`config.mk`:
```
export PLATFORM = sky130hd
export DESIGN_NAME = bitmap_glyph_blitter_core
export DESIGN_NICKNAME = d
export VERILOG_FILES = /design/src/sv/bgb_pkg.sv /design/src/sv/bitmap_glyph_blitter_core.sv /design/src/sv/bgb_front.sv /design/src/sv/bgb_fifo.sv /design/src/sv/bgb_back.sv
export SDC_FILE = /design/constraint.sdc
export NUM_CORES = 1
export LEC_CHECK = 0
export BUFFER_PORTS_ARGS = -buffer_cell sky130_fd_sc_hd__clkbuf_2
export CAP_MARGIN = 5
export CORE_AREA = 4 4 262 264
export CTS_CLUSTER_DIAMETER = 80
export DETAILED_ROUTE_END_ITERATION = 10
export DIE_AREA = 0 0 266 268
export GPL_TIMING_DRIVEN = 0
export PLACE_DENSITY = 0.54
export SETUP_SLACK_MARGIN = 0.3
export SLEW_MARGIN = 5
export SYNTH_ARGS = -nofsm -noshare
export SYNTH_HDL_FRONTEND = slang
export SYNTH_SLANG_ARGS = --single-unit
```
`constraint.sdc`:
```
create_clock -name clock -period 8.8 [get_ports clock]
set_input_delay 0.88 -clock clock [delete_from_list [all_inputs] [get_ports clock]]
set_output_delay 0.88 -clock clock [all_outputs]
set_load 0.01 [all_outputs]
```
`src/sv/bgb_pkg.sv`:
```
package bgb_pkg;

   localparam int FIFO_DEPTH_DEFAULT = 4;

   localparam logic [1:0] KIND_START  = 2'd0;
   localparam logic [1:0] KIND_HEADER = 2'd1;
   localparam logic [1:0] KIND_BITMAP = 2'd2;

   localparam logic [1:0] CSR_IMAGE_HEIGHT = 2'd0;
   localparam logic [1:0] CSR_IMAGE_WIDTH  = 2'd1;
   localparam logic [1:0] CSR_INK_COLOUR   = 2'd2;

   localparam logic [15:0] IMAGE_SIZE_RESET = 16'd1024;

   typedef struct packed {
      logic [1:0]        kind;
      logic signed [15:0] pen_x;
      logic signed [15:0] pen_y;
      logic signed [7:0]  glyph_advance;
      logic signed [7:0]  glyph_baseline;
      logic [7:0]        glyph_height;
      logic [7:0]        glyph_width;
      logic [7:0]        bitmap_byte;
   } req_type;

   typedef struct packed {
      logic [15:0] pixel_x;
      logic [15:0] pixel_y;
      logic [31:0] pixel_colour;
      logic        last_of_item;
   } rsp_type;

   // one queued byte: leftmost column, row, and the bits that survive clipping
   typedef struct packed {
      logic [15:0] col0;
      logic [15:0] row;
      logic [7:0]  mask;
   } ent_type;

   typedef struct packed {
      logic    push;
      ent_type ent;
   } push_type;

endpackage

```
`src/sv/bitmap_glyph_blitter_core.sv`:
```
// channel   ports                                  direction  moves
// request   req_valid  req_ready  req_data         in         one input word
// response  rsp_valid  rsp_ready  rsp_data         out        one pixel write word
// config    csr_write_en  csr_index  csr_wdata     in         one register write
//
// a request word is taken whenever the byte queue has room
// a bitmap byte yields up to eight pixel words, one per cycle from the back end
// while the response side accepts them; other words yield no pixel words
// the queue lets the front keep taking words while the response side stalls
// synchronous active-high reset clears pen, glyph counters, queue and output valid
module bitmap_glyph_blitter_core
   import bgb_pkg::*;
#(
   parameter int FIFO_DEPTH = FIFO_DEPTH_DEFAULT
)
(
   input  logic        clock,
   input  logic        reset,
   input  logic        req_valid,
   output logic        req_ready,
   input  req_type     req_data,
   output logic        rsp_valid,
   input  logic        rsp_ready,
   output rsp_type     rsp_data,
   input  logic        csr_write_en,
   input  logic [1:0]  csr_index,
   input  logic [31:0] csr_wdata
);

   logic [15:0] image_height_ff;
   logic [15:0] image_width_ff;
   logic [31:0] ink_colour_ff;

   push_type q_push;
   logic     q_full;
   logic     q_empty;
   logic     q_pop;
   ent_type  q_head;

   always_ff @(posedge clock) begin
      if (reset) begin
         image_height_ff <= IMAGE_SIZE_RESET;
         image_width_ff  <= IMAGE_SIZE_RESET;
         ink_colour_ff   <= '0;
      end else if (csr_write_en) begin
         unique case (csr_index)
            CSR_IMAGE_HEIGHT: image_height_ff <= csr_wdata[15:0];
            CSR_IMAGE_WIDTH:  image_width_ff  <= csr_wdata[15:0];
            CSR_INK_COLOUR:   ink_colour_ff   <= csr_wdata;
            default: begin
            end
         endcase
      end
   end

   bgb_front u_front (
      .clock        (clock),
      .reset        (reset),
      .req_valid    (req_valid),
      .req_ready    (req_ready),
      .req_data     (req_data),
      .image_height (image_height_ff),
      .image_width  (image_width_ff),
      .q_full       (q_full),
      .q_push       (q_push)
   );

   bgb_fifo #(
      .DEPTH (FIFO_DEPTH)
   ) u_fifo (
      .clock   (clock),
      .reset   (reset),
      .q_push  (q_push),
      .q_full  (q_full),
      .q_empty (q_empty),
      .q_pop   (q_pop),
      .q_head  (q_head)
   );

   bgb_back u_back (
      .clock      (clock),
      .reset      (reset),
      .q_empty    (q_empty),
      .q_head     (q_head),
      .q_pop      (q_pop),
      .ink_colour (ink_colour_ff),
      .rsp_valid  (rsp_valid),
      .rsp_ready  (rsp_ready),
      .rsp_data   (rsp_data)
   );

endmodule

```
`src/sv/bgb_front.sv`:
```
module bgb_front
   import bgb_pkg::*;
(
   input  logic        clock,
   input  logic        reset,
   input  logic        req_valid,
   output logic        req_ready,
   input  req_type     req_data,
   input  logic [15:0] image_height,
   input  logic [15:0] image_width,
   input  logic        q_full,
   output push_type    q_push
);

   logic signed [15:0] pen_column_ff, pen_column_in;
   logic signed [15:0] baseline_row_ff, baseline_row_in;
   logic signed [15:0] glyph_left_ff, glyph_left_in;
   logic signed [16:0] glyph_top_ff, glyph_top_in;
   logic [5:0]         bytes_per_row_ff, bytes_per_row_in;
   logic [7:0]         rows_in_glyph_ff, rows_in_glyph_in;
   logic [7:0]         current_row_ff, current_row_in;
   logic [5:0]         current_byte_ff, current_byte_in;

   logic               accept;
   logic signed [17:0] row;
   logic signed [17:0] col0;
   logic signed [17:0] col;
   logic               row_ok;
   logic               byte_live;
   logic [7:0]         mask;
   logic [8:0]         width_round;
   logic signed [15:0] pen_next;
   logic [6:0]         byte_next;

   assign req_ready = !q_full;
   assign accept    = req_valid && req_ready;

   assign byte_live = (bytes_per_row_ff != 6'd0) && (current_row_ff < rows_in_glyph_ff);
   assign row  = 18'(glyph_top_ff) + $signed({10'd0, current_row_ff});
   assign col0 = 18'(glyph_left_ff) + $signed({9'd0, current_byte_ff, 3'd0});
   assign row_ok = !row[17] && (row[16:0] < {1'b0, image_height});

   // bit 7 is the leftmost pixel
   always_comb begin
      mask = '0;
      col  = '0;
      for (int i = 0; i < 8; i++) begin
         col = col0 + 18'(i);
         mask[7-i] = req_data.bitmap_byte[7-i] && row_ok && !col[17]
                     && (col[16:0] < {1'b0, image_width});
      end
   end

   assign width_round = {1'b0, req_data.glyph_width} + 9'd7;
   assign pen_next    = pen_column_ff + 16'(req_data.glyph_advance);
   assign byte_next   = {1'b0, current_byte_ff} + 7'd1;

   always_comb begin
      pen_column_in    = pen_column_ff;
      baseline_row_in  = baseline_row_ff;
      glyph_left_in    = glyph_left_ff;
      glyph_top_in     = glyph_top_ff;
      bytes_per_row_in = bytes_per_row_ff;
      rows_in_glyph_in = rows_in_glyph_ff;
      current_row_in   = current_row_ff;
      current_byte_in  = current_byte_ff;
      q_push.push      = 1'b0;
      q_push.ent.col0  = col0[15:0];
      q_push.ent.row   = row[15:0];
      q_push.ent.mask  = mask;
      if (accept) begin
         unique case (req_data.kind)
            KIND_START: begin
               pen_column_in    = req_data.pen_x;
               baseline_row_in  = req_data.pen_y;
               rows_in_glyph_in = '0;
               current_row_in   = '0;
               current_byte_in  = '0;
            end
            KIND_HEADER: begin
               glyph_left_in    = pen_column_ff;
               glyph_top_in     = 17'(baseline_row_ff) - 17'(req_data.glyph_baseline);
               bytes_per_row_in = width_round[8:3];
               rows_in_glyph_in = req_data.glyph_height;
               current_row_in   = '0;
               current_byte_in  = '0;
               pen_column_in    = pen_next;
            end
            KIND_BITMAP: begin
               if (byte_live) begin
                  q_push.push = (mask != 8'd0);
                  if (byte_next >= {1'b0, bytes_per_row_ff}) begin
                     current_byte_in = '0;
                     current_row_in  = current_row_ff + 8'd1;
                  end else begin
                     current_byte_in = byte_next[5:0];
                  end
               end
            end
            default: begin
            end
         endcase
      end
   end

   always_ff @(posedge clock) begin
      if (reset) begin
         pen_column_ff    <= '0;
         baseline_row_ff  <= '0;
         glyph_left_ff    <= '0;
         glyph_top_ff     <= '0;
         bytes_per_row_ff <= '0;
         rows_in_glyph_ff <= '0;
         current_row_ff   <= '0;
         current_byte_ff  <= '0;
      end else begin
         pen_column_ff    <= pen_column_in;
         baseline_row_ff  <= baseline_row_in;
         glyph_left_ff    <= glyph_left_in;
         glyph_top_ff     <= glyph_top_in;
         bytes_per_row_ff <= bytes_per_row_in;
         rows_in_glyph_ff <= rows_in_glyph_in;
         current_row_ff   <= current_row_in;
         current_byte_ff  <= current_byte_in;
      end
   end

endmodule

```
`src/sv/bgb_fifo.sv`:
```
module bgb_fifo
   import bgb_pkg::*;
#(
   parameter int DEPTH = FIFO_DEPTH_DEFAULT
)
(
   input  logic     clock,
   input  logic     reset,
   input  push_type q_push,
   output logic     q_full,
   output logic     q_empty,
   input  logic     q_pop,
   output ent_type  q_head
);

   localparam int PTR_W = (DEPTH > 1) ? $clog2(DEPTH) : 1;
   localparam int CNT_W = $clog2(DEPTH + 1);

   ent_type            entry_ff [DEPTH];
   logic [PTR_W-1:0]   wr_ptr_ff, wr_ptr_in;
   logic [PTR_W-1:0]   rd_ptr_ff, rd_ptr_in;
   logic [CNT_W-1:0]   count_ff, count_in;
   logic               do_push;
   logic               do_pop;

   assign q_full  = (count_ff == CNT_W'(DEPTH));
   assign q_empty = (count_ff == '0);
   assign q_head  = entry_ff[rd_ptr_ff];
   assign do_push = q_push.push && !q_full;
   assign do_pop  = q_pop && !q_empty;

   always_comb begin
      wr_ptr_in = wr_ptr_ff;
      rd_ptr_in = rd_ptr_ff;
      count_in  = count_ff;
      if (do_push) begin
         wr_ptr_in = (wr_ptr_ff == PTR_W'(DEPTH - 1)) ? '0 : wr_ptr_ff + 1'b1;
      end
      if (do_pop) begin
         rd_ptr_in = (rd_ptr_ff == PTR_W'(DEPTH - 1)) ? '0 : rd_ptr_ff + 1'b1;
      end
      if (do_push && !do_pop) begin
         count_in = count_ff + 1'b1;
      end else if (do_pop && !do_push) begin
         count_in = count_ff - 1'b1;
      end
   end

   always_ff @(posedge clock) begin
      if (reset) begin
         wr_ptr_ff <= '0;
         rd_ptr_ff <= '0;
         count_ff  <= '0;
      end else begin
         wr_ptr_ff <= wr_ptr_in;
         rd_ptr_ff <= rd_ptr_in;
         count_ff  <= count_in;
      end
   end

   always_ff @(posedge clock) begin
      if (do_push) begin
         entry_ff[wr_ptr_ff] <= q_push.ent;
      end
   end

endmodule

```
`src/sv/bgb_back.sv`:
```
module bgb_back
   import bgb_pkg::*;
(
   input  logic        clock,
   input  logic        reset,
   input  logic        q_empty,
   input  ent_type     q_head,
   output logic        q_pop,
   input  logic [31:0] ink_colour,
   output logic        rsp_valid,
   input  logic        rsp_ready,
   output rsp_type     rsp_data
);

   logic [7:0]  mask_ff, mask_in;
   logic [15:0] col0_ff, col0_in;
   logic [15:0] row_ff, row_in;
   logic        rsp_valid_ff, rsp_valid_in;
   rsp_type     rsp_data_ff, rsp_data_in;

   logic        advance;
   logic [2:0]  pick;
   logic [7:0]  rest;
   logic [7:0]  mask_after;

   assign advance = (mask_ff != 8'd0) && (!rsp_valid_ff || rsp_ready);

   // highest set bit is the leftmost pixel still pending
   always_comb begin
      pick = '0;
      for (int i = 0; i < 8; i++) begin
         if (mask_ff[i]) begin
            pick = 3'(i);
         end
      end
   end

   assign rest       = mask_ff & ~(8'd1 << pick);
   assign mask_after = advance ? rest : mask_ff;
   assign q_pop      = (mask_after == 8'd0) && !q_empty;

   always_comb begin
      mask_in = mask_after;
      col0_in = col0_ff;
      row_in  = row_ff;
      if (q_pop) begin
         mask_in = q_head.mask;
         col0_in = q_head.col0;
         row_in  = q_head.row;
      end
      rsp_data_in  = rsp_data_ff;
      rsp_valid_in = rsp_valid_ff && !rsp_ready;
      if (advance) begin
         rsp_valid_in              = 1'b1;
         rsp_data_in.pixel_x      = col0_ff + {13'd0, 3'd7 - pick};
         rsp_data_in.pixel_y      = row_ff;
         rsp_data_in.pixel_colour = ink_colour;
         rsp_data_in.last_of_item = (rest == 8'd0);
      end
   end

   always_ff @(posedge clock) begin
      if (reset) begin
         mask_ff      <= '0;
         rsp_valid_ff <= 1'b0;
      end else begin
         mask_ff      <= mask_in;
         rsp_valid_ff <= rsp_valid_in;
      end
   end

   always_ff @(posedge clock) begin
      col0_ff     <= col0_in;
      row_ff      <= row_in;
      rsp_data_ff <= rsp_data_in;
   end

   assign rsp_valid = rsp_valid_ff;
   assign rsp_data  = rsp_data_ff;

endmodule
```
-- Yosys cells after proc, flatten, opt, wreduce, memory -nomap -nowiden
Memory sizes are Yosys's and may differ from the RTL's. A register that Yosys moved wholly into a read port is not among the register bits.
Cells that the tools add are included.
- flip-flop bits (word level): 270
- memory bits (writable): 160
- bits of input ports: 113
- output and inout bits: 67
- word-level logic and storage cells: 165
- memories kept: 1
- memory list (memory ; depth ; bits a word ; rd ports ; clocked after memory_dff ; wr ports ; RTL line ; source):
    u_fifo.entry_ff ; 4 ; 40 ; 1 ; 1 ; 1 ; bgb_fifo.sv:19 ; ent_type entry_ff [DEPTH];
- add/sub/neg operators: 20
- $lt $le $gt $ge: 11
- equal/unequal tests: 9
- shift operators: 1
- multiplexer cells: 29
- bitwise gates (word level): 2
- reduce and logical (&&, ||, !) cells: 70
- operators with widths (operator ; count):
    17-bit by 16-bit less-than comparator with 1-bit output ; 9
    18-bit by 4-bit adder with 18-bit output (second input constant) ; 4
    18-bit by 3-bit adder with 18-bit output (second input constant) ; 2
    1-bit logical AND ; 34
    8-bit 2-to-1 mux ; 4
    16-bit case mux with 2 select lines ; 1
    8-bit case mux with 2 select lines ; 2
    17-bit by 9-bit adder with 18-bit output ; 1
    18-bit by 2-bit adder with 18-bit output (second input constant) ; 1
    3-bit 2-to-1 mux ; 6
    16-bit by 10-bit adder with 17-bit output ; 1
    16-bit by 8-bit subtractor with 17-bit output ; 1
    16-bit by 3-bit adder with 16-bit output ; 1
    16-bit by 8-bit adder with 16-bit output ; 1
    8-bit logical NOT ; 2
    8-bit nonzero test ; 2
    1-bit logical NOT ; 15
    2-bit 2-to-1 mux ; 6
    6-bit 2-to-1 mux ; 2
    6-bit case mux with 2 select lines ; 1
    2-bit AND reduction ; 6
    8-bit by 3-bit adder with 9-bit output (second input constant) ; 1
    8-bit by 1-bit adder with 8-bit output (second input constant) ; 1
    8-bit AND ; 1
    other kinds (22) ; 37

-- Logic depth before layout (Yosys ltp)
Gate-level depths: netlist of run 1.
- depth in word-level cells: 17
- gate-level depth with buffers: 26
- mapped depth without buffers: 26

-- Cells and area by module
From an unflattened synthesis of run 1, not the netlist that was laid out.
- cells, all modules: 2130
- area, all modules: 23621.4 sq um
- by module, submodules not included (module ; times used ; cells each ; area each (sq um) ; sequential area each (sq um)):
    bgb_front ; 1 ; 1415 ; 10911.7 ; 1861.8
    bgb_fifo ; 1 ; 259 ; 6257.3 ; 4984.8
    bgb_back ; 1 ; 208 ; 3777.4 ; 3093.0
    bitmap_glyph_blitter_core ; 1 ; 248 ; 2675.1 ; 1281.2

-- Worst setup path before layout of run 1
Ideal clock, no wire load.
- path kind: register to register
- start: register u_front.current_byte_ff[0]
- end: memory u_fifo.entry_ff[3][0] in the netlist's numbering, enable pin
- setup time: 0.401 ns
- data arrival time: 6.381 ns
- data required time: 8.399 ns
- slack: 2.018 ns
- cell stages (with the launch flop): 22
- buffers on the path: 1
- period minus slack after synthesis: 6.782 ns
- cells stage by stage: dfxtp_1 ha_1 fa_1 a211o_1 and2_1 o311ai_1 clkbuf_1 nand2_1 nor3_1 a21oi_1 xnor2_1 ha_1 a21o_1 a21o_1 a2111oi_0 o41ai_1 o21ai_0 nand4b_1 a211oi_1 nor2_1 a311oi_4 and2_1
- RTL lines (what ; RTL line ; source):
    from (decl) ; bgb_front.sv:22 ; logic [5:0] current_byte_ff, current_byte_in;
    from (signal assigned) ; bgb_front.sv:124 ; current_byte_ff <= current_byte_in;
    to (decl) ; bgb_fifo.sv:19 ;

==> impl_metrics.env, run 1 <==
export IMPL_synth_warnings=0
export IMPL_clock_sinks=432
export IMPL_cellPowerDensity_nw_per_um2=239
export IMPL_overflow=0
export IMPL_cts_tree="built"
export IMPL_ys_seq_area_share_pct=48.6
export IMPL_post_cts_setup_buffers=0
export IMPL_num_rows=95
export IMPL_netlist_instances=2192
export IMPL_post_route_util_pct=40.3
export IMPL_die_w_um=266
export IMPL_setup_ws_ns=0.900
export IMPL_insertion_delay_ns=0.59
export IMPL_fin_crit_sh_pct=89.8
export IMPL_cpPeakStageDelay_ns=0.74
export IMPL_syn_area_per_cell_um2=10.5
export IMPL_grt_max_degree=64
export IMPL_num_io_pins=180
export IMPL_wire_per_inst_um=18.8
export IMPL_fin_skew_ns=0.0166
export IMPL_hold_violations=0
export IMPL_grt_pass1_vias=17300
export IMPL_cp_arrival_ns=8.41
export IMPL_cts_buffer_depth=3
export IMPL_cts_root_buf="clkbuf_16"
export IMPL_rsz0062_at_grt="no"
export IMPL_routed_wl_um=62900
export IMPL_cp_common_cell="ha_1"
export IMPL_tns_ns=0
export IMPL_grt_pass1_wl_um=97400
export IMPL_die_y_um=268
export IMPL_drive_gt1_share_pct=13.7
export IMPL_port_buffers=178
export IMPL_final_common_cell="nand2_1"
export IMPL_critPathRequiredTime_ns=9.31
export IMPL_syn_cell_area_um2=23100
export IMPL_ys_flop_type="edfxtp_1"
export IMPL_die_area_um2=71300
export IMPL_cap_violations=0
export IMPL_drc=0
export IMPL_worst_slew_margin_rel_pct=29.5
export IMPL_synth_edf_count=257
export IMPL_slowest_stage="nor3_1"
export IMPL_critPathMaxFanout=14
export IMPL_worstMarginPinSlew_ns=1.06
export IMPL_synth_cell_types=82
export IMPL_layout_common_cells="nand2_1, edfxtp_1, ha_1"
export IMPL_critPathLaunchType="flip-flop"
export IMPL_grt_usage_pct=17.4
export IMPL_hold_depth=0
export IMPL_maxSlewViolCount=0
export IMPL_setup_viol=0
export IMPL_h_tree_depth=2
export IMPL_async_flop_share_pct=0
export IMPL_antenna_found_initial=2
export IMPL_area_growth_pct=16.0
export IMPL_path_clk_slew_ns=0.06
export IMPL_fmax_ghz=0.127
export IMPL_cts_buffers=47
export IMPL_dr_pass1_iters=5
export IMPL_vias_per_cell=5.18
export IMPL_worstSetupEndpointType="flip-flop"
export IMPL_hpwl_um=48300
export IMPL_peakVddDrop_mv=0.295
export IMPL_core_um2=66600
export IMPL_place_gp_congestion=0.897
export IMPL_min_period_ns=7.90
export IMPL_hold_class="flip-flop to flip-flop"
export IMPL_dp_worst_setup_slack_ns=0.281
export IMPL_start_util_pct=34.7
export IMPL_status="finished, final reports clean"
export IMPL_criticalPathCategory="flip-flop to flip-flop"
export IMPL_dr_total_vias=17300
export IMPL_drt_initial_drc_count=1054
export IMPL_fill_cells=6573
export IMPL_holdWs_ns=0.416
export IMPL_antenna_left=0
export IMPL_r2r_cells=26
export IMPL_cellLeakagePower_nw=10.3
export IMPL_layout_nets=2754
export IMPL_ys_ff_latch=432
export IMPL_finalPower_mw=6.39
export IMPL_synth_nets=2520
-- final timing paths --
| path | from | to | slack [ns] |
|---|---|---|---|
| worst max register to register | u_front.current_byte_ff[0]$_SDFFE_PP0P_ | u_fifo.count_ff[2]$_SDFFE_PP0P_ | 0.90 |
| worst min-delay path | u_back.row_ff[14]$_DFFE_PP_ | u_back.rsp_data[47]$_DFFE_PP_ | 0.42 |
| worst min register to register | u_back.row_ff[14]$_DFFE_PP_ | u_back.rsp_data[47]$_DFFE_PP_ | 0.42 |
| worst max-delay path | u_front.current_byte_ff[0]$_SDFFE_PP0P_ | u_fifo.count_ff[2]$_SDFFE_PP0P_ | 0.90 |
-- where the power goes --
group / total (mW) / switching, mW / internal (mW)
Clock: 1.95 / 0.808 / 1.14
Sequential: 2.79 / 0.143 / 2.64
Combinational: 1.66 / 1.03 / 0.630
Total: 6.39 / 1.98 / 4.41
-- state kept, by name, summed over array words and instances (netlist names), 16 cells and up, named ones only --
name and flops:
image_height_ff 16, u_back.col0_ff 16, ink_colour_ff 32, u_front.glyph_top_ff 17, u_back.rsp_data 65, image_width_ff 16, u_back.row_ff 16, u_fifo.entry_ff 160
u_front.glyph_left_ff 16, u_front.pen_column_ff 16, u_front.baseline_row_ff 16
-- logic make-up after synthesis --
family | synth area share [%]
simple gates | 13.5
compound gates | 11.9
flops | 48.6
fa+ha+maj | 11.9
buf+inv | 3.31
xor+xnor | 6.22
mux | 4.61
-- routing by layer --
| metal | track usage (%) | share of wire (%) | vias up |
|---|---|---|---|
| met5 | 0 | 0 | - |
| met1 | 23.4 | 45 | 8337 |
| met4 | 5.33 | 3.2 | 0 |
| met3 | 2.89 | 5.1 | 124 |
| li1 | - | - | 8400 |
| met2 | 28.9 | 47 | 448 |
-- Yosys cell counts (4+ instances only) --
cell type / instances / area share [%]
mux4_2: 40 / 3.9
nand2b_1: 14 / 0.38
and2_1: 15 / 0.41
o211ai_1: 6 / 0.19
a21boi_0: 8 / 0.26
or3_1: 10 / 0.27
o31ai_1: 5 / 0.16
xnor2_1: 122 / 4.6
o21a_1: 14 / 0.45
mux2i_1: 15 / 0.65
o31a_1: 5 / 0.19
dfxtp_1: 175 / 15
clkbuf_1: 75 / 1.2
a21oi_1: 208 / 4.5
or2_2: 8 / 0.22
a21o_1: 29 / 0.94
and4_1: 4 / 0.15
o2111ai_1: 6 / 0.23
nor2_1: 122 / 2.0
a2111oi_0: 11 / 0.42
nand2_1: 332 / 5.4
o221ai_1: 4 / 0.15
nand3b_1: 5 / 0.16
ha_1: 209 / 11
inv_1: 105 / 1.7
a22oi_1: 4 / 0.13
nor3b_1: 6 / 0.19
a211o_1: 6 / 0.23
nor2b_1: 17 / 0.46
nand3_1: 51 / 1.1
buf_1: 8 / 0.13
o21ai_0: 54 / 1.2
a31oi_1: 11 / 0.30
a211oi_1: 31 / 1.0
nor4_1: 6 / 0.16
xor2_1: 42 / 1.6
edfxtp_1: 257 / 33
or4_1: 4 / 0.13
buf_2: 5 / 0.11
inv_2: 6 / 0.097
and3_1: 13 / 0.35
nor3_1: 44 / 0.95
fa_1: 6 / 0.52
nand4_1: 22 / 0.60
-- metrics by stage --
step / instances / instance area [µm²]
2_1_floorplan: 2192 / 23100
3_3_place_gp: 3243 / 25100
5_1_grt: 3339 / 26800
6_report: 3339 / 26800
3_5_place_dp: 3250 / 25200
4_1_cts: 3338 / 26800
-- area by class of cell --
class | instances | area [µm²] | share of cell area (%)
antenna | 1 | 2.50 | 0.00934
clock buffer | 58 | 1260 | 4.69
sequential | 432 | 11200 | 41.9
inverter | 111 | 419 | 1.56
multi-input combinational | 1560 | 11100 | 41.6
buffer | 89 | 350 | 1.31
tap | 873 | 1090 | 4.08
timing repair buffer | 185 | 1030 | 3.86
clock inverter | 30 | 279 | 1.04
-- critical path, delay by kind of cell (launching register included) --
kind,cells,cell delay [ns]
AO/OA/AOI/OAI,11,3.19
buffers and inverters,2,0.53
AND/OR/NAND/NOR,6,1.74
adder cells (fa/ha/maj),5,1.62
flip-flops,1,0.36
XOR/XNOR,2,0.36
-- repair_timing --
action / 4_1_cts / 5_1_grt
hold buffers: 0 / 0
pin swaps: 0 / 0
gates resized for setup: 1 / 1
setup endpoints to repair: 1 / 1
(Power assumes the default switching activity.)
==> run 2, diff against run 1 <==
Settings changed: MAX_ROUTING_LAYER from default to met4.
==> run 2 against run 1 <==
Net effect: sequential power hardly changed; die area is the same; maximum frequency shrank 2.5%; critical path type unchanged; critical endpoint unchanged.
==> impl_metrics.env, run 2 (synthesized netlist as in run 1, its figures left out) <==
export IMPL_maxSlewViolCount=0
export IMPL_antenna_found_initial=2
export IMPL_hold_class="flip-flop to flip-flop"
export IMPL_die_y_um=268
export IMPL_holdWs_ns=0.411
export IMPL_cap_violations=0
export IMPL_num_rows=95
export IMPL_fmax_ghz=0.123
export IMPL_diodes=0
export IMPL_port_buffers=178
export IMPL_tns_ns=0
export IMPL_area_growth_pct=16.2
export IMPL_rsz0062_at_grt="no"
export IMPL_layout_nets=2753
export IMPL_clkPwrFrac_pct=31.2
export IMPL_hold_violations=0
export IMPL_fill_cells=6467
export IMPL_cellLeakagePower_nw=10.4
export IMPL_dr_total_vias=17200
export IMPL_start_util_pct=34.7
export IMPL_post_route_util_pct=40.3
export IMPL_worstMarginPinSlew_ns=1.07
export IMPL_postLayoutCellArea_um2=26900
export IMPL_fin_skew_ns=0.0235
export IMPL_cellPowerDensity_nw_per_um2=240
export IMPL_num_io_pins=180
export IMPL_clock_sinks=432
export IMPL_hpwl_um=48300
export IMPL_cts_buffers=46
export IMPL_dp_worst_setup_slack_ns=0.401
export IMPL_critPathRequiredTime_ns=9.30
export IMPL_p_int_mw=4.49
export IMPL_worst_slew_margin_rel_pct=28.6
export IMPL_min_period_ns=8.10
export IMPL_regMostFlops="u_fifo.entry_ff"
export IMPL_power_switching_mw=1.97
export IMPL_worstSetupEndpointType="flip-flop"
export IMPL_vias_per_cell=5.16
export IMPL_h_tree_depth=2
export IMPL_grt_usage_pct=18.1
export IMPL_p_comb_share_pct=25.7
export IMPL_cts_tree="built"
export IMPL_grt_pass1_wl_um=98700
export IMPL_drive_gt1_share_pct=13.6
export IMPL_die_w_um=266
export IMPL_layout_common_cells="nand2_1, edfxtp_1, ha_1"
export IMPL_grt_pass1_vias=17500
export IMPL_setup_viol=0
export IMPL_largest_reg_flops=160
export IMPL_cts_root_buf="clkbuf_16"
export IMPL_critPathMaxFanout=14
export IMPL_drc=0
export IMPL_fin_crit_sh_pct=92.1
export IMPL_path_clk_slew_ns=0.06
export IMPL_setup_ws_ns=0.699
export IMPL_wire_per_inst_um=18.9
export IMPL_overflow=0
export IMPL_switching_share_pct=30.5
export IMPL_die_area_um2=71300
export IMPL_antenna_left=0
export IMPL_status="finished, final reports clean"
export IMPL_peakVddDrop_mv=0.276
export IMPL_place_gp_congestion=0.904
export IMPL_dr_pass1_iters=5
export IMPL_p_seq_share_pct=43.2
export IMPL_criticalPathCategory="flip-flop to flip-flop"
export IMPL_final_common_cell="nand2_1"
export IMPL_dpl_cell_area_um2=25200
export IMPL_insertion_delay_ns=0.59
export IMPL_routed_wl_um=63000
export IMPL_cts_buffer_depth=3
export IMPL_r2r_start="u_front.current_byte_ff[0]$_SDFFE_PP0P_"
export IMPL_worstHoldStart="u_back.row_ff[15]$_DFFE_PP_"
export IMPL_drt_initial_drc_count=964
export IMPL_grt_max_degree=64
export IMPL_cp_arrival_ns=8.60
export IMPL_critPathLaunchType="flip-flop"
export IMPL_core_um2=66600
export IMPL_crit_start="u_front.current_byte_ff[0]$_SDFFE_PP0P_"
-- run 2: repair_timing --
action / in CTS / in global routing
buffers inserted: 0 / 0
resized for setup: 0 / 4
setup endpoints to repair: 0 / 143
hold buffers: 0 / 0
-- run 2: power by group through the flow --
| stage | combinational [mW] | clock, mW | sequential (mW) |
|---|---|---|---|
| after global placement | 1.58 | 0 | 2.87 |
| after CTS | 1.69 | 2.06 | 2.79 |
| after detailed placement | 1.68 | 0 | 2.83 |
| after global routing | 1.85 | 2.14 | 2.82 |
| final | 1.66 | 2.01 | 2.79 |
| after floorplan | 0.975 | 0 | 2.90 |
-- run 2: routing by layer --
metal,routed length [µm],track usage [%],vias up,share of wire (%)
met2,29600,29.6,430,47
met3,2870,1.97,89,4.5
met4,1490,4.47,0,2.4
met5,0,-,-,0
met1,29000,24.1,8320,46
li1,-,-,8377,-
-- run 2: worst max-delay path, stage by stage, from the launching register on --
cell	delay, ns
dfxtp_1	0.37
ha_1	0.27
fa_1	0.41
a211o_1	0.36
and2_1	0.17
o311ai_1	0.39
clkdlybuf4s15_1	0.79
and2_1	0.30
and3_1	0.38
and2_1	0.27
nand2_1	0.09
xnor2_1	0.15
ha_1	0.21
nor3_1	0.22
nand2_1	0.15
or4_1	0.59
a221oi_1	0.62
inv_1	0.13
o221ai_1	0.26
o41ai_1	0.16
a311oi_4	0.41
ha_1	0.27
inv_1	0.06
fa_1	0.37
xor2_1	0.17
or3_1	0.30
a21oi_1	0.14
-- run 2: cell type report --
cell class	count	area (µm²)	area share [%]
inverters	111	419	1.56
clock buffers	71	1360	5.05
multi-input cells	1560	11100	41.5
repair buffers	185	1030	3.85
flip-flops and latches	432	11200	41.8
plain buffers	89	355	1.32
clock inverters	14	234	0.871
well taps	873	1090	4.07
-- run 2: path summary, 6_finish.rpt --
check                                     to  slack [ns]  cells after the start
max reg2reg  u_fifo.count_ff[2]$_SDFFE_PP0P_        0.70                     26
max          u_fifo.count_ff[2]$_SDFFE_PP0P_        0.70                     26
min reg2reg    u_back.rsp_data[48]$_DFFE_PP_        0.41                      0
min            u_back.rsp_data[48]$_DFFE_PP_        0.41                      0
-- run 2: per-stage QoR --
stage / std cells / power [mW]
floorplan: 2192 / 3.87
global placement: 3243 / 4.45
global route: 3335 / 6.81
CTS: 3335 / 6.54
finish: 3335 / 6.46
detailed placement: 3250 / 4.52
==> run 3, diff against run 2 <==
Settings changed: CORE_AREA 4 4 262 264 to 4 4 232 234, DIE_AREA 0 0 266 268 to 0 0 236 238, PLACE_DENSITY 0.54 to 0.65.
==> run 3 against run 2 <==
Net effect: utilization grew 10 points; sequential power is essentially flat; sequential cell count stayed put; final cell count shrank 5.5%; first-iteration DRC count is 20% higher; clock power down 9%; combinational power shrank 4%; critical endpoint unchanged; largest power group unchanged; highest routed layer unchanged.
==> impl_metrics.env, run 3 (synthesized netlist as in run 1, its figures left out) <==
export IMPL_die_w_um=236
export IMPL_setup_viol=0
export IMPL_critPathLaunchType="flip-flop"
export IMPL_final_common_cell="nand2_1"
export IMPL_area_growth_pct=14.3
export IMPL_dr_total_vias=17400
export IMPL_maxSlewViolCount=0
export IMPL_hold_depth=0
export IMPL_rr_endpoint="u_fifo.count_ff[2]$_SDFFE_PP0P_"
export IMPL_worstMarginPinSlew_ns=1.05
export IMPL_dp_cells=3063
export IMPL_vias_per_cell=5.51
export IMPL_cp_arrival_ns=8.45
export IMPL_port_buffers=178
export IMPL_clock_sinks=432
export IMPL_grt_pass1_wl_um=93900
export IMPL_wire_per_inst_um=19.1
export IMPL_worstSetupEndpointType="flip-flop"
export IMPL_p_int_mw=4.30
export IMPL_critPathMaxFanout=14
export IMPL_antenna_found_initial=7
export IMPL_p_comb_share_pct=25.7
export IMPL_status="finished, final reports clean"
export IMPL_drive_gt1_share_pct=13.1
export IMPL_routed_wl_um=60000
export IMPL_start_util_pct=44.4
export IMPL_die_y_um=238
export IMPL_final_cells=3150
export IMPL_r2r_cells=26
export IMPL_hpwl_um=45700
export IMPL_largest_reg_flops=160
export IMPL_path_clk_slew_ns=0.06
export IMPL_fmax_ghz=0.126
export IMPL_core_um2=52000
export IMPL_peakVddDrop_mv=0.266
export IMPL_cts_hold_buf=0
export IMPL_switching_share_pct=31.0
export IMPL_cellPowerDensity_nw_per_um2=236
export IMPL_holdWs_ns=0.418
export IMPL_drt_initial_drc_count=1161
export IMPL_setup_ws_ns=0.860
export IMPL_finalPower_mw=6.23
export IMPL_insertion_delay_ns=0.59
export IMPL_die_area_um2=56200
export IMPL_fin_crit_sh_pct=90.2
export IMPL_num_rows=84
export IMPL_num_io_pins=180
export IMPL_place_gp_congestion=0.940
export IMPL_post_cts_setup_buffers=0
export IMPL_cts_buffers=45
export IMPL_dp_worst_setup_slack_ns=0.410
export IMPL_worstHoldStart="u_back.row_ff[3]$_DFFE_PP_"
export IMPL_grt_usage_pct=21.5
export IMPL_hold_class="flip-flop to flip-flop"
export IMPL_cts_resized=0
export IMPL_cts_root_buf="clkbuf_16"
export IMPL_fin_skew_ns=0.0215
export IMPL_drc=0
export IMPL_grt_pass1_vias=17100
export IMPL_worst_slew_margin_rel_pct=29.7
export IMPL_critPathRequiredTime_ns=9.31
export IMPL_cts_tree="built"
export IMPL_regMostFlops="u_fifo.entry_ff"
export IMPL_antenna_left=0
export IMPL_regToRegSetupSlack_ns=0.86
export IMPL_h_tree_depth=2
export IMPL_power_switching_mw=1.93
export IMPL_criticalPathCategory="flip-flop to flip-flop"
export IMPL_r2r_start="u_front.current_byte_ff[0]$_SDFFE_PP0P_"
export IMPL_tns_ns=0
export IMPL_min_period_ns=7.94
export IMPL_dr_pass1_iters=5
export IMPL_cts_buffer_depth=3
export IMPL_cap_violations=0
export IMPL_clkPwrFrac_pct=29.4
export IMPL_cellLeakagePower_nw=10.2
export IMPL_min_to="u_back.rsp_data[36]$_DFFE_PP_"
export IMPL_rsz0062_at_grt="no"
export IMPL_grt_max_degree=66
export IMPL_p_seq_share_pct=44.9
export IMPL_layout_nets=2750
export IMPL_hold_violations=0
export IMPL_layout_common_cells="nand2_1, edfxtp_1, ha_1"
export IMPL_overflow=0
[run 3: cell types whose count changed in the layout (fill, tap and decap cells not counted), moves of 2 or more]
| cell | delta |
|---|---|
| clkbuf_1 | +8 |
| diode_2 | +6 |
| bufinv_16 | -2 |
| clkinv_1 | -2 |
| clkinv_2 | +3 |
| clkbuf_8 | -9 |
[run 3: final cells by class]
cell class | instances | area, µm²
Clock buffer | 69 | 1240
Inverter | 111 | 419
Antenna cell | 6 | 15.0
Clock inverter | 12 | 163
Multi-Input combinational cell | 1560 | 11100
Buffer | 89 | 350
Fill cell | 4721 | 25600
Tap cell | 688 | 861
Sequential cell | 432 | 11200
Timing Repair Buffer | 183 | 998
[run 3: how the worst max path moves through the flow]
stage | from | to | depth (start not counted) | slack, ns
2_1_floorplan | u_front.current_byte_ff[0]$_SDFFE_PP0P_ | u_fifo.entry_ff[3][0]$_DFFE_PP_ | 21 | 2.02
3_3_place_gp | u_front.current_byte_ff[0]$_SDFFE_PP0P_ | u_fifo.entry_ff[0][38]$_DFFE_PP_ | 21 | -0.28
3_5_place_dp | u_front.current_byte_ff[0]$_SDFFE_PP0P_ | u_fifo.count_ff[2]$_SDFFE_PP0P_ | 26 | 0.41
4_1_cts | u_front.current_byte_ff[0]$_SDFFE_PP0P_ | u_fifo.count_ff[2]$_SDFFE_PP0P_ | 26 | 0.37
5_1_grt | u_front.current_byte_ff[0]$_SDFFE_PP0P_ | u_fifo.count_ff[2]$_SDFFE_PP0P_ | 26 | 0.23
6_report | u_front.current_byte_ff[0]$_SDFFE_PP0P_ | u_fifo.count_ff[2]$_SDFFE_PP0P_ | 26 | 0.86
[run 3: routing by layer]
| metal | up-vias | global-route usage, % | routed length [µm] |
|---|---|---|---|
| met5 | - | - | 0 |
| met4 | 0 | 7.67 | 2160 |
| met3 | 123 | 3.61 | 3350 |
| met2 | 505 | 34.9 | 28200 |
| met1 | 8353 | 27.6 | 26300 |
| li1 | 8375 | - | - |
[run 3: power by group through the flow]
stage	clock network (mW)	logic, mW	registers [mW]
floorplan	0	0.975	2.90
global placement	0	1.56	2.87
detailed placement	0	1.62	2.84
CTS	1.87	1.63	2.80
global route	1.96	1.77	2.83
finish	1.83	1.60	2.80
[run 3: metrics by stage]
stage / instance area, µm² / utilization [%]
detailed placement: 25000 / 48.0
CTS: 26400 / 50.7
floorplan: 23100 / -
global placement: 24900 / 47.8
finish: 26400 / 50.7
global route: 26400 / 50.7
[run 3: worst max-delay path, stage by stage, from the launching register on]
cell       delay (ns)
dfxtp_1          0.37
ha_1             0.27
fa_1             0.42
a211o_1          0.37
and2_1           0.17
o311ai_1         0.38
clkbuf_2         0.47
nand2_1          0.16
nor3_2           0.50
a21oi_1          0.12
xnor2_1          0.22
ha_1             0.28
a21o_1           0.18
a21o_1           0.17
a2111oi_0        0.40
o41ai_1          0.19
o21ai_0          0.25
nand4b_1         0.18
a211oi_1         0.77
nor2_1           0.18
a311oi_4         0.50
ha_1             0.26
inv_1            0.06
fa_1             0.38
xor2_1           0.18
or3_1            0.32
a21oi_1          0.13
